File: src/bfsam_pkg.sv
// Shared types and constants for the breadth-first adjacency-matrix walk.
// Used by the controller, the datapath and the top level; depends on nothing.
package bfsam_pkg;

  localparam int MAX_VERTICES_DEF = 16;
  localparam int LABEL_BITS_DEF   = 32;
  localparam int COUNT_W          = 5;
  localparam logic [COUNT_W-1:0] VERTEX_COUNT_RST = 5'd16;

  localparam logic ACT_LOAD = 1'b0;
  localparam logic ACT_RUN  = 1'b1;

  localparam logic STATUS_VISITED   = 1'b0;
  localparam logic STATUS_NOT_FOUND = 1'b1;

  localparam logic REG_VERTEX_COUNT = 1'b0;

  // Commands from the controller to the datapath.
  typedef struct packed {
    logic load;
    logic init;
    logic srch_inc;
    logic root_from_sidx;
    logic root_from_r;
    logic restart_step;
    logic set_child;
    logic scan_step;
    logic disc;
    logic emit;
    logic emit_err;
    logic deq;
    logic latch_u;
    logic latch_row;
  } cmd_t;

  // Status from the datapath to the controller.
  typedef struct packed {
    logic sidx_end;
    logic label_match;
    logic all_found;
    logic scan_end;
    logic child_hit;
    logic queue_empty;
    logic restart_end;
    logic restart_hit;
    logic cur_root;
  } stat_t;

endpackage

File: src/bfs_adjacency_matrix_walk.sv
// Top level of the breadth-first adjacency-matrix walk: configuration port
// and the controller/datapath pair. Depends on bfsam_pkg, bfsam_ctrl, bfsam_dp.
//
// Usage. An item is taken at a rising edge where start is high and busy is
// low. A load (action = 0) writes one adjacency row and label for vertex_index
// and busy stays low. A run (action = 1) starts from the lowest vertex whose
// label equals source_label; busy stays high until it ends. Each result is a
// one-cycle transfer marked by result_valid; the receiver cannot stall. An
// absent label gives one transfer with status and last set; otherwise every
// vertex in use is reported once, in discovery order, with last set on the
// final one. The label search reads and compares each vertex in turn; a miss
// ends with a read that finds the search done, then the error state. A
// discovery passes a label read and a result register state. A queue pop
// passes the dequeue, queue-wait and row-wait states, then scans each column
// of its row and closes the row with a further scan state; an empty queue and
// each vertex checked for a restart take a state apiece. The last strobe of
// a run comes in the same cycle as busy falls. Reset clears the walk state and
// sets vertex_count to 16; row and label memories are undefined until loaded.
// vertex_count is written at byte address 0 of the configuration port; write
// it only while the block is idle; the block itself does not enforce this.
module bfs_adjacency_matrix_walk #(
  parameter int MAX_VERTICES = bfsam_pkg::MAX_VERTICES_DEF,
  parameter int LABEL_BITS   = bfsam_pkg::LABEL_BITS_DEF
) (
  input  logic               clk,
  input  logic               rst,
  // Item channel
  input  logic               start,
  output logic               busy,
  input  logic               action,
  input  logic [3:0]         vertex_index,
  input  logic [15:0]        adjacency_row,
  input  logic signed [31:0] vertex_label,
  input  logic signed [31:0] source_label,
  // Result channel
  output logic               result_valid,
  output logic               status,
  output logic [3:0]         visited_index,
  output logic signed [31:0] visited_label,
  output logic [3:0]         distance,
  output logic               has_predecessor,
  output logic [3:0]         predecessor_index,
  output logic               new_tree,
  output logic               last,
  // Configuration port
  input  logic               psel,
  input  logic               penable,
  input  logic               pwrite,
  input  logic [2:0]         paddr,
  input  logic [31:0]        pwdata,
  output logic [31:0]        prdata,
  output logic               pready
);

  bfsam_pkg::cmd_t  cmd;
  bfsam_pkg::stat_t stat;
  logic [bfsam_pkg::COUNT_W-1:0] vertex_count;
  logic reg_hit;

  // Register index is the word address; only vertex_count exists.
  assign reg_hit = (paddr[2] == bfsam_pkg::REG_VERTEX_COUNT);
  assign pready  = 1'b1;
  assign prdata  = reg_hit ? 32'(vertex_count) : 32'd0;

  always_ff @(posedge clk) begin
    if (rst) begin
      vertex_count <= bfsam_pkg::VERTEX_COUNT_RST;
    end else if (psel && penable && pwrite && pready && reg_hit) begin
      vertex_count <= pwdata[bfsam_pkg::COUNT_W-1:0];
    end
  end

  bfsam_ctrl u_ctrl (
    .clk    (clk),
    .rst    (rst),
    .start  (start),
    .action (action),
    .stat   (stat),
    .cmd    (cmd),
    .busy   (busy)
  );

  bfsam_dp #(
    .MAX_VERTICES (MAX_VERTICES),
    .LABEL_BITS   (LABEL_BITS)
  ) u_dp (
    .clk               (clk),
    .rst               (rst),
    .cmd               (cmd),
    .stat              (stat),
    .vertex_count      (vertex_count),
    .vertex_index      (vertex_index),
    .adjacency_row     (adjacency_row),
    .vertex_label      (vertex_label),
    .source_label      (source_label),
    .result_valid      (result_valid),
    .status            (status),
    .visited_index     (visited_index),
    .visited_label     (visited_label),
    .distance          (distance),
    .has_predecessor   (has_predecessor),
    .predecessor_index (predecessor_index),
    .new_tree          (new_tree),
    .last              (last)
  );

endmodule

File: src/bfsam_ram.sv
// Generic single-write, single-read RAM with a registered read port.
// Standalone; used for the adjacency rows, the labels and the pending queue.
module bfsam_ram #(
  parameter int WIDTH = 16,
  parameter int DEPTH = 16
) (
  input  logic                     clk,
  input  logic                     we,
  input  logic [$clog2(DEPTH)-1:0] waddr,
  input  logic [WIDTH-1:0]         wdata,
  input  logic [$clog2(DEPTH)-1:0] raddr,
  output logic [WIDTH-1:0]         rdata
);

  logic [WIDTH-1:0] mem [DEPTH];

  always_ff @(posedge clk) begin
    if (we) begin
      mem[waddr] <= wdata;
    end
    rdata <= mem[raddr];
  end

endmodule

File: src/bfsam_ctrl.sv
// Sequencer for the breadth-first walk: label search, discovery, queue pops,
// row scans and forest restarts. Depends on bfsam_pkg for the command types.
module bfsam_ctrl (
  input  logic             clk,
  input  logic             rst,
  input  logic             start,
  input  logic             action,
  input  bfsam_pkg::stat_t stat,
  output bfsam_pkg::cmd_t  cmd,
  output logic             busy
);

  typedef enum logic [3:0] {
    S_IDLE,
    S_SRCH_RD,
    S_SRCH_CMP,
    S_ERR,
    S_DISC,
    S_EMIT,
    S_SCAN,
    S_DEQ,
    S_DEQ_WAIT,
    S_ROW_WAIT,
    S_RESTART
  } state_t;

  state_t state, state_next;

  always_comb begin
    cmd        = '0;
    state_next = state;
    case (state)
      S_IDLE: begin
        if (start && !busy) begin
          if (action == bfsam_pkg::ACT_LOAD) begin
            cmd.load = 1'b1;
          end else begin
            cmd.init   = 1'b1;
            state_next = S_SRCH_RD;
          end
        end
      end
      S_SRCH_RD: begin
        // The label read at the search index is issued here.
        state_next = stat.sidx_end ? S_ERR : S_SRCH_CMP;
      end
      S_SRCH_CMP: begin
        if (stat.label_match) begin
          cmd.root_from_sidx = 1'b1;
          state_next         = S_DISC;
        end else begin
          cmd.srch_inc = 1'b1;
          state_next   = S_SRCH_RD;
        end
      end
      S_ERR: begin
        cmd.emit_err = 1'b1;
        state_next   = S_IDLE;
      end
      S_DISC: begin
        cmd.disc   = 1'b1;
        state_next = S_EMIT;
      end
      S_EMIT: begin
        cmd.emit = 1'b1;
        if (stat.all_found) begin
          state_next = S_IDLE;
        end else if (stat.cur_root) begin
          state_next = S_DEQ;
        end else begin
          state_next = S_SCAN;
        end
      end
      S_SCAN: begin
        if (stat.scan_end) begin
          state_next = S_DEQ;
        end else begin
          cmd.scan_step = 1'b1;
          if (stat.child_hit) begin
            cmd.set_child = 1'b1;
            state_next    = S_DISC;
          end
        end
      end
      S_DEQ: begin
        if (stat.queue_empty) begin
          state_next = S_RESTART;
        end else begin
          cmd.deq    = 1'b1;
          state_next = S_DEQ_WAIT;
        end
      end
      S_DEQ_WAIT: begin
        cmd.latch_u = 1'b1;
        state_next  = S_ROW_WAIT;
      end
      S_ROW_WAIT: begin
        cmd.latch_row = 1'b1;
        state_next    = S_SCAN;
      end
      S_RESTART: begin
        if (stat.restart_end) begin
          state_next = S_IDLE;
        end else begin
          cmd.restart_step = 1'b1;
          if (stat.restart_hit) begin
            cmd.root_from_r = 1'b1;
            state_next      = S_DISC;
          end
        end
      end
      default: begin
        state_next = S_IDLE;
      end
    endcase
  end

  always_ff @(posedge clk) begin
    if (rst) begin
      state <= S_IDLE;
      busy  <= 1'b0;
    end else begin
      state <= state_next;
      busy  <= (state_next != S_IDLE);
    end
  end

`ifndef SYNTHESIS
  ap_emit_single: assert property (@(posedge clk) disable iff (rst)
    (state == S_EMIT) |=> (state != S_EMIT))
    else $error("two discovery results in consecutive cycles");

  ap_busy_tracks_state: assert property (@(posedge clk) disable iff (rst)
    busy == (state != S_IDLE))
    else $error("busy disagrees with the sequencer state");

  ap_err_ends_run: assert property (@(posedge clk) disable iff (rst)
    (state == S_ERR) |=> (state == S_IDLE))
    else $error("run continued after a label miss");
`endif

endmodule

File: src/bfsam_dp.sv
// Datapath of the breadth-first walk: row, label and queue memories, visit
// flags, counters and the result register. Depends on bfsam_pkg and bfsam_ram.
module bfsam_dp #(
  parameter int MAX_VERTICES = bfsam_pkg::MAX_VERTICES_DEF,
  parameter int LABEL_BITS   = bfsam_pkg::LABEL_BITS_DEF
) (
  input  logic                             clk,
  input  logic                             rst,
  input  bfsam_pkg::cmd_t                  cmd,
  output bfsam_pkg::stat_t                 stat,
  input  logic [bfsam_pkg::COUNT_W-1:0]    vertex_count,
  input  logic [3:0]                       vertex_index,
  input  logic [15:0]                      adjacency_row,
  input  logic signed [31:0]               vertex_label,
  input  logic signed [31:0]               source_label,
  output logic                             result_valid,
  output logic                             status,
  output logic [3:0]                       visited_index,
  output logic signed [31:0]               visited_label,
  output logic [3:0]                       distance,
  output logic                             has_predecessor,
  output logic [3:0]                       predecessor_index,
  output logic                             new_tree,
  output logic                             last
);

  localparam int VW = $clog2(MAX_VERTICES);
  localparam int CW = $clog2(MAX_VERTICES + 1);
  localparam logic [7:0] MAX8 = 8'(MAX_VERTICES);

  logic [7:0]      vc_ext;
  logic [CW-1:0]   n;
  logic [CW-1:0]   sidx, jdx, rdx, head, tail, count;
  logic [VW-1:0]   cur, cur_pred, u;
  logic [VW-1:0]   cur_dist, du;
  logic            cur_root;
  logic [LABEL_BITS-1:0] want;
  logic [MAX_VERTICES-1:0] visited, row;

  logic            load_ok;
  logic [VW-1:0]   load_addr;
  logic [VW-1:0]   label_raddr;
  logic [LABEL_BITS-1:0] label_rdata;
  logic [MAX_VERTICES-1:0] adj_rdata;
  logic [2*VW-1:0] q_wdata, q_rdata;
  logic [VW-1:0]   q_vert, q_dist;
  logic [7:0]      dist_ext;

  assign vc_ext    = 8'(vertex_count);
  assign n         = (vc_ext > MAX8) ? CW'(MAX8) : CW'(vc_ext);
  assign load_ok   = cmd.load && (8'(vertex_index) < MAX8);
  assign load_addr = VW'(vertex_index);
  assign label_raddr = cmd.disc ? cur : sidx[VW-1:0];
  assign q_wdata   = {cur_dist, cur};
  assign q_vert    = q_rdata[VW-1:0];
  assign q_dist    = q_rdata[2*VW-1:VW];

  bfsam_ram #(.WIDTH(MAX_VERTICES), .DEPTH(MAX_VERTICES)) u_adj_ram (
    .clk   (clk),
    .we    (load_ok),
    .waddr (load_addr),
    .wdata (MAX_VERTICES'(adjacency_row)),
    .raddr (q_vert),
    .rdata (adj_rdata)
  );

  bfsam_ram #(.WIDTH(LABEL_BITS), .DEPTH(MAX_VERTICES)) u_label_ram (
    .clk   (clk),
    .we    (load_ok),
    .waddr (load_addr),
    .wdata (LABEL_BITS'(vertex_label)),
    .raddr (label_raddr),
    .rdata (label_rdata)
  );

  bfsam_ram #(.WIDTH(2*VW), .DEPTH(MAX_VERTICES)) u_queue_ram (
    .clk   (clk),
    .we    (cmd.disc),
    .waddr (tail[VW-1:0]),
    .wdata (q_wdata),
    .raddr (head[VW-1:0]),
    .rdata (q_rdata)
  );

  always_comb begin
    stat             = '0;
    stat.sidx_end    = (sidx == n);
    stat.label_match = (label_rdata == want);
    stat.all_found   = (count == n);
    stat.scan_end    = (jdx == n);
    stat.child_hit   = row[jdx[VW-1:0]] && !visited[jdx[VW-1:0]];
    stat.queue_empty = (head == tail);
    stat.restart_end = (rdx == n);
    stat.restart_hit = !visited[rdx[VW-1:0]];
    stat.cur_root    = cur_root;
  end

  always_ff @(posedge clk) begin
    if (rst) begin
      sidx    <= '0;
      jdx     <= '0;
      rdx     <= '0;
      head    <= '0;
      tail    <= '0;
      count   <= '0;
      visited <= '0;
    end else begin
      if (cmd.init) begin
        sidx    <= '0;
        rdx     <= '0;
        head    <= '0;
        tail    <= '0;
        count   <= '0;
        visited <= '0;
      end
      if (cmd.srch_inc) begin
        sidx <= sidx + CW'(1);
      end
      if (cmd.restart_step) begin
        rdx <= rdx + CW'(1);
      end
      if (cmd.scan_step) begin
        jdx <= jdx + CW'(1);
      end
      if (cmd.latch_row) begin
        jdx <= '0;
      end
      if (cmd.disc) begin
        visited[cur] <= 1'b1;
        tail         <= tail + CW'(1);
        count        <= count + CW'(1);
      end
      if (cmd.deq) begin
        head <= head + CW'(1);
      end
    end
  end

  // Payload registers: search label, current vertex with its distance and parent, the popped vertex and row.
  always_ff @(posedge clk) begin
    if (cmd.init) begin
      want <= LABEL_BITS'(source_label);
    end
    if (cmd.root_from_sidx || cmd.root_from_r) begin
      cur      <= cmd.root_from_r ? rdx[VW-1:0] : sidx[VW-1:0];
      cur_dist <= '0;
      cur_pred <= '0;
      cur_root <= 1'b1;
    end
    if (cmd.set_child) begin
      cur      <= jdx[VW-1:0];
      cur_dist <= du + VW'(1);
      cur_pred <= u;
      cur_root <= 1'b0;
    end
    if (cmd.latch_u) begin
      u  <= q_vert;
      du <= q_dist;
    end
    if (cmd.latch_row) begin
      row <= adj_rdata;
    end
  end

  assign dist_ext = 8'(cur_dist);

  always_ff @(posedge clk) begin
    if (rst) begin
      result_valid <= 1'b0;
    end else begin
      result_valid <= cmd.emit || cmd.emit_err;
    end
  end

  always_ff @(posedge clk) begin
    if (cmd.emit) begin
      status            <= bfsam_pkg::STATUS_VISITED;
      visited_index     <= 4'(cur);
      visited_label     <= 32'(label_rdata);
      distance          <= (dist_ext > 8'd15) ? 4'd15 : 4'(cur_dist);
      has_predecessor   <= !cur_root;
      predecessor_index <= 4'(cur_pred);
      new_tree          <= cur_root;
      last              <= (count == n);
    end else if (cmd.emit_err) begin
      status            <= bfsam_pkg::STATUS_NOT_FOUND;
      visited_index     <= '0;
      visited_label     <= '0;
      distance          <= '0;
      has_predecessor   <= 1'b0;
      predecessor_index <= '0;
      new_tree          <= 1'b0;
      last              <= 1'b1;
    end
  end

`ifndef SYNTHESIS
  ap_queue_order: assert property (@(posedge clk) disable iff (rst)
    head <= tail)
    else $error("queue head passed the tail");

  ap_queue_bound: assert property (@(posedge clk) disable iff (rst)
    tail <= CW'(MAX_VERTICES))
    else $error("more vertices queued than exist");

  ap_disc_unvisited: assert property (@(posedge clk) disable iff (rst)
    cmd.disc |-> !visited[cur])
    else $error("vertex discovered twice");

  ap_count_bound: assert property (@(posedge clk) disable iff (rst)
    cmd.disc |-> (count < n))
    else $error("more discoveries than vertices in use");
`endif

endmodule

File: config.mk
export PLATFORM = sky130hd
export DESIGN_NAME = bfs_adjacency_matrix_walk
export DESIGN_NICKNAME = d
export VERILOG_FILES = /design/src/bfsam_pkg.sv /design/src/bfs_adjacency_matrix_walk.sv /design/src/bfsam_ram.sv /design/src/bfsam_ctrl.sv /design/src/bfsam_dp.sv
export SDC_FILE = /design/constraint.sdc
export NUM_CORES = 1
export LEC_CHECK = 0
export BUFFER_PORTS_ARGS = -buffer_cell sky130_fd_sc_hd__buf_2
export CORE_MARGIN = 2
export CORE_UTILIZATION = 45
export DETAILED_ROUTE_END_ITERATION = 6
export PLACE_DENSITY_LB_ADDON = 0.25
export SYNTH_ARGS = -nofsm -noshare
export SYNTH_HDL_FRONTEND = slang
export SYNTH_HIERARCHICAL = 1
export SYNTH_SLANG_ARGS = --single-unit
File: constraint.sdc
create_clock -name clk -period 6.75 [get_ports clk]
set_input_delay 1.6875 -clock clk [delete_from_list [all_inputs] [get_ports clk]]
set_output_delay 1.6875 -clock clk [all_outputs]
set_load 0.01 [all_outputs]
# After elaboration in Yosys (flattened, before gate mapping)
# Memories as Yosys holds them, arrays and structs flattened. A register that Yosys moved wholly into a read port is not among the register bits.
# Cells that the tools add are included.
[totals] out_inout_bits=83 mem_bits_rw=896 reg_bits=174 word_cells=155 mem_count=3
[memory_table] name="u_dp.u_label_ram.mem" words=16 width=32 read_ports=1 rd_ports_with_merged_regs=1 write_ports=1 line="bfsam_ram.sv:15" rtl="logic [WIDTH-1:0] mem [DEPTH];"
[memory_table] name="u_dp.u_adj_ram.mem" words=16 width=16 read_ports=1 rd_ports_with_merged_regs=1 write_ports=1 line="bfsam_ram.sv:15"
[memory_table] name="u_dp.u_queue_ram.mem" words=16 width=8 read_ports=1 rd_ports_with_merged_regs=1 write_ports=1 line="bfsam_ram.sv:15"
[classes] order_cmp=6 n_eq_ne=16 reduce_logical=20 n_addsub=7 mux=74 n_bitwise=2
[op_table] op="two-way mux 4 bit" n=19
[op_table] op="two-way mux 32 bit" n=2
[op_table] op="two-way mux 16 bit" n=3
[op_table] op="two-way mux 5 bit" n=8
[op_table] op="case mux 4 bit (10 select lines)" n=1
[op_table] op="equality test 32 bit" n=1
[op_table] op="adder 5 x 1 -> 5 bit (second input constant)" n=6
[op_table] op="two-way mux 1 bit" n=28
[op_table] op="equality test 5 bit" n=5
[op_table] op="equality test 4 x 3 -> 1 bit (second input constant)" n=4
[op_table] op="two-way mux 2 bit" n=8
[op_table] op="bitwise OR 16 bit" n=1
[op_table] op="< comparator 4 x 5 -> 1 bit (second input constant)" n=3
[op_table] op="binary-select mux 1 bit (select 4 bit)" n=3
[op_table] op="equality test 4 bit (second input constant)" n=3
[op_table] op="nonzero test 2 bit" n=6
[op_table] op="equality test 4 x 2 -> 1 bit (second input constant)" n=2
[op_table] op="logical AND 1 bit" n=6
[op_table] op="> comparator 5 bit (second input constant)" n=1
[op_table] op="adder 4 x 1 -> 4 bit (second input constant)" n=1
[op_table] op="demux 1 bit (select 4 bit)" n=1
[op_table] op="equality test 4 x 1 -> 1 bit (second input constant)" n=1
[op_table] op="greater-or-equal comparator 4 x 1 -> 1 bit (second input constant)" n=1
[op_table] op="> comparator 4 bit (second input constant)" n=1
[op_table] op="7 further kinds" n=10

# Depth between registers and ports, before layout
[depth] depth_word=8 mapped_depth=10 mapped_depth_nobuf=8

# Cells and area by module
# Netlist, hierarchy kept.
[modules_own_cells] module="bfsam_ram at u_dp.u_label_ram" seq_area_each_um2=16015.4 n_inst=1 area_per_inst_um2=19835.3 cells_per_inst=838
[modules_own_cells] module="bfsam_ram at u_dp.u_adj_ram" seq_area_each_um2=8007.7 n_inst=1 area_per_inst_um2=10043.4 cells_per_inst=432
[modules_own_cells] module="bfsam_dp" seq_area_each_um2=4434.3 n_inst=1 area_per_inst_um2=7173.1 cells_per_inst=582
[modules_own_cells] module="bfsam_ram at u_dp.u_queue_ram" seq_area_each_um2=4003.8 n_inst=1 area_per_inst_um2=5147.4 cells_per_inst=229
[modules_own_cells] module="bfs_adjacency_matrix_walk" seq_area_each_um2=100.1 n_inst=1 area_per_inst_um2=494.2 cells_per_inst=58
[modules_own_cells] module="bfsam_ctrl" seq_area_each_um2=100.1 n_inst=1 area_per_inst_um2=475.5 cells_per_inst=59

# Least setup slack after synthesis
# OpenSTA, ideal clock, no wires.
[synth_timing] path_kind="in2reg" start="input port action" end="memory u_dp/u_label_ram/mem[0][0] in the netlist's numbering, enable pin" setup_ns=0.461 arrival_time_ns=5.158 t_required_ns=6.289 setup_slack_ns=1.131 path_stages=3 path_cell_list="nor4b_1 > or3b_2 > nor3_1"
[synth_via] elab_chain_cells=5
[synth_lines] element="start, declared" line="bfs_adjacency_matrix_walk.sv:30" rtl="input logic action,"
[synth_lines] element="two-way mux 1 bit" line="bfsam_ctrl.sv:35" rtl="if (action == bfsam_pkg::ACT_LOAD) begin"
[synth_lines] element="two-way mux 2 bit" line="bfsam_ctrl.sv:34" rtl="if (start && !busy) begin"
[synth_lines] element="two-way mux 2 bit" line="bfsam_ctrl.sv:32" rtl="case (state)"
[synth_lines] element="two-way mux 1 bit" line="bfsam_ram.sv:18" rtl="if (we) begin"
[synth_lines] element="two-way mux 1 bit (implied by the code)" line="bfsam_ram.sv:19" rtl="mem[waddr] <= wdata;"
[synth_lines] element="end, declared" line="bfsam_ram.sv:15"
# No other way between the ends.

==> flow_summary.ini <==
[routing]
routed_via_density = 5.65
ant_nets = 0
first_iter_violations = 1817
dr_total_vias = 21300
post_drt_wl_per_cell_microns = 24.8
finalWirelength_microns = 93300
dr.pass1.iters = 7
drcViolationCount = 1

[pwr]
p_leak_nw = 15.9
powerDensity_nw_per_um2 = 296
fin_total_pwr_mw = 14.5
ir_worst_vdd_v = 0.000201

[die]
dieArea_sq_um = 98400
die_x_microns = 314
initial_core_util = 0.454
row_count = 113
io_pins = 209
dieHeight_microns = 314
core_sq_um = 95000

[worst_hold_path]
hold_class = flop to flop
whs_path_depth = 0
holdPathEnd = u_dp/du[3]$_DFFE_PP_
hold_start = u_dp/u_queue_ram/rdata[7]$_DFF_P_

[yosys]
ys.warnings.count = 6
synth_most_common_cell = edfxtp_1
netlist.area_leader.share = 0.703
synth-edff-count = 1011
synthDistinctLibCells = 64
synth.area.top_cells = edfxtp_1 70%, mux4_2 10%, dfxtp_1 5.3%, a22oi_1 2.2%, mux4_1 1.7%
yosysSeqAreaShare = 0.757
ys_seq_elements = 1126
synth_area_sq_um = 43200
syn_avg_cell_area_sq_um = 19.6
synthArstFlopShare = 0
synth_commonest_cells = 1011 x edfxtp_1, 201 x mux4_2, 125 x a22oi_1, 115 x dfxtp_1, 105 x nor2_1
yosys.area.top_type = edfxtp_1
syn_inst = 2198
synth_ff_type = edfxtp_1

[clock_network]
cts_buffer_depth = 3
clkSinkCount = 1126
cts-hold-fix-buffers = 0
h-tree-depth = 3
numCtsBuffers = 113
clockRootBuffer = clkbuf_16
cts_resized = 0
worstSkewPairLatency_ps = 690
clk_pin_slew_ps = 60
cts_setup_buffers = 0
cts_tree = built

[sta]
hold_viol_final = 0
skew_ps = 17.9
maxSlewViolCount = 0
max_freq_mhz = 248
finalSetupViolations = 0
max-slew-margin-rel = 0.139
period_minus_slack_ps = 4040
rsz0062_at_grt = false
worst_slack_ps = 2710
tightestPinTransition_ps = 1290
finalSetupTns_ps = 0
finalCritPeriodShare = 0.598

[cells_and_area]
area_growth_pct = 13.8
final_cells = 3765
multiInputGateArea_sq_um = 9970
drive_above_1_share = 0.252
final_area_sq_um = 49100
fill_cells = 7557
final-seq-area_sq_um = 32700
nets = 2532

[worst_setup_path]
crit_type = flop to flop
r2r_end = u_dp/u_label_ram/rdata[11]$_DFF_P_
critPathMaxStageDelay_ps = 810
r2r-start = u_ctrl/state[2]$_SDFF_PP0_
cp_cell_sequence = nand2b_1, nor3_2, buf_4, mux2_8, buf_4, mux4_2, a22oi_1, nand2_1
crit_family = multiplexers
crit_arrival_ps = 4570
worst-path-buf-inv = 2
start_kind = flop
ff2ff_setup_slack_ps = 2710
rr_worst_depth = 8
crit_top_cell = buf_4
setup.worst_path.end_class = flop
cp_max_fo = 74
crit_path_top_delay_cell = mux2_8
cp.required_ps = 7290

[place]
pre_cts_slack_ps = 2350
postPlaceCellArea_sq_um = 45400
dp_hpwl_microns = 53400
dp_cells = 3549
finalWeightedCongestion = 0.795
numPortBuffers = 151

[grt]
antenna_found_initial = 15
grt.total_usage = 0.190
overflow = 0
first_global_vias = 21900
grt_max_degree = 129
grt_pass1_wl_microns = 139000

[job]
maxCapViolCount = 0

[outcome]
status = finished with violations
violations = design-rule violations
-- layout make-up --
class	count	share of cell area
inverters	8	0.000611
repair buffers	208	0.0244
well taps	1265	0.0322
flip-flops and latches	1126	0.665
clock buffers	179	0.0684
multi-input cells	942	0.203
diodes	1	0.0000509
clock inverters	36	0.00639
-- worst max-delay path by stage --
stage	cells after the start	slack, ps	from	endpoint
2_1_floorplan	3	1130	action	u_dp/u_label_ram/mem[0][0]$_DFFE_PP_
3_3_place_gp	6	2390	action	u_dp/u_label_ram/mem[3][9]$_DFFE_PP_
3_5_place_dp	6	2350	action	u_dp/u_label_ram/mem[2][13]$_DFFE_PP_
4_1_cts	8	2600	u_ctrl/state[2]$_SDFF_PP0_	u_dp/u_label_ram/rdata[11]$_DFF_P_
5_1_grt	8	2360	u_ctrl/state[2]$_SDFF_PP0_	u_dp/u_label_ram/rdata[13]$_DFF_P_
6_report	8	2710	u_ctrl/state[2]$_SDFF_PP0_	u_dp/u_label_ram/rdata[11]$_DFF_P_
-- cells by family after synthesis --
| logic type | after synthesis | synth area share |
|---|---|---|
| flip-flops | 1126 | 0.757 |
| AND/OR/NAND/NOR | 396 | 0.0487 |
| multiplexers | 247 | 0.126 |
| AO/OA/AOI/OAI | 203 | 0.0341 |
| buffers and inverters | 156 | 0.0199 |
| XOR/XNOR | 61 | 0.0124 |
| adder cells (fa/ha/maj) | 7 | 0.00203 |
| other | 2 | 0.000174 |
-- flip-flops by register name, summed over array words and instances (netlist names), 5 cells and up --
signal,flops
u_dp/visited,16
u_dp/u_label_ram/rdata,32
u_dp/visited_label,32
u_dp/row,16
u_dp/head,5
u_dp/u_label_ram/mem,512
u_dp/count,5
u_dp/u_queue_ram/mem,128
u_dp/rdx,5
u_dp/tail,5
u_dp/u_adj_ram/mem,256
u_dp/u_adj_ram/rdata,16
u_dp/want,32
vertex_count,5
u_dp/sidx,5
u_dp/jdx,5
u_dp/u_queue_ram/rdata,8
-- where the power goes --
part / total [mW] / internal [mW] / switching [mW]
clock network: 6.09 / 3.53 / 2.56
registers: 7.78 / 7.70 / 0.0824
logic: 0.666 / 0.268 / 0.397
-- layer usage --
layer	global-route usage	share of wire	wire [microns]	vias up
met5	0	0.0015	143	-
met4	0.0493	0.021	1930	22
met3	0.0377	0.062	5790	165
met2	0.310	0.49	45800	645
met1	0.262	0.43	39700	11200
li1	-	-	-	9264
-- per-stage QoR --
| step | hold WS (ps) | utilization |
|---|---|---|
| 5_1_grt | 412 | 0.517 |
| 6_report | 401 | 0.517 |
| 2_1_floorplan | 386 | - |
| 4_1_cts | 402 | 0.517 |
| 3_5_place_dp | 389 | 0.478 |
| 3_3_place_gp | 387 | 0.478 |
-- layout by cell type (no fill, tap or decap), types with 5 or more instances in the layout --
cell	n
clkinv_1	5
nor3_2	10
and2_1	55
clkbuf_16	118
dfxtp_1	112
a21oi_1	22
nor2b_1	17
a41oi_1	6
a22oi_1	125
a31oi_1	8
clkbuf_1	43
and2b_2	5
clkinvlp_4	5
nor2_1	91
clkinv_2	16
conb_1	28
nand3b_1	13
xor2_1	46
inv_1	8
o21ai_0	16
nand2b_1	22
nand2_1	70
nor3_1	22
nor3b_1	9
ha_1	7
nor2_4	13
mux4_1	28
xnor2_1	15
buf_4	56
mux2i_1	15
nand3_1	16
nor4_1	13
clkbuf_8	18
edfxtp_1	1011
buf_2	151
mux4_2	201
-- worst reg2reg max path, delay by kind of cell, from the launching register on --
family | cells | cell delay, ps
muxes | 2 | 1450
buffers and inverters | 2 | 1060
DFF | 1 | 630
and+or+nand+nor | 3 | 520
AOI/OAI and AO/OA | 1 | 220
(Power assumes the default switching activity.)
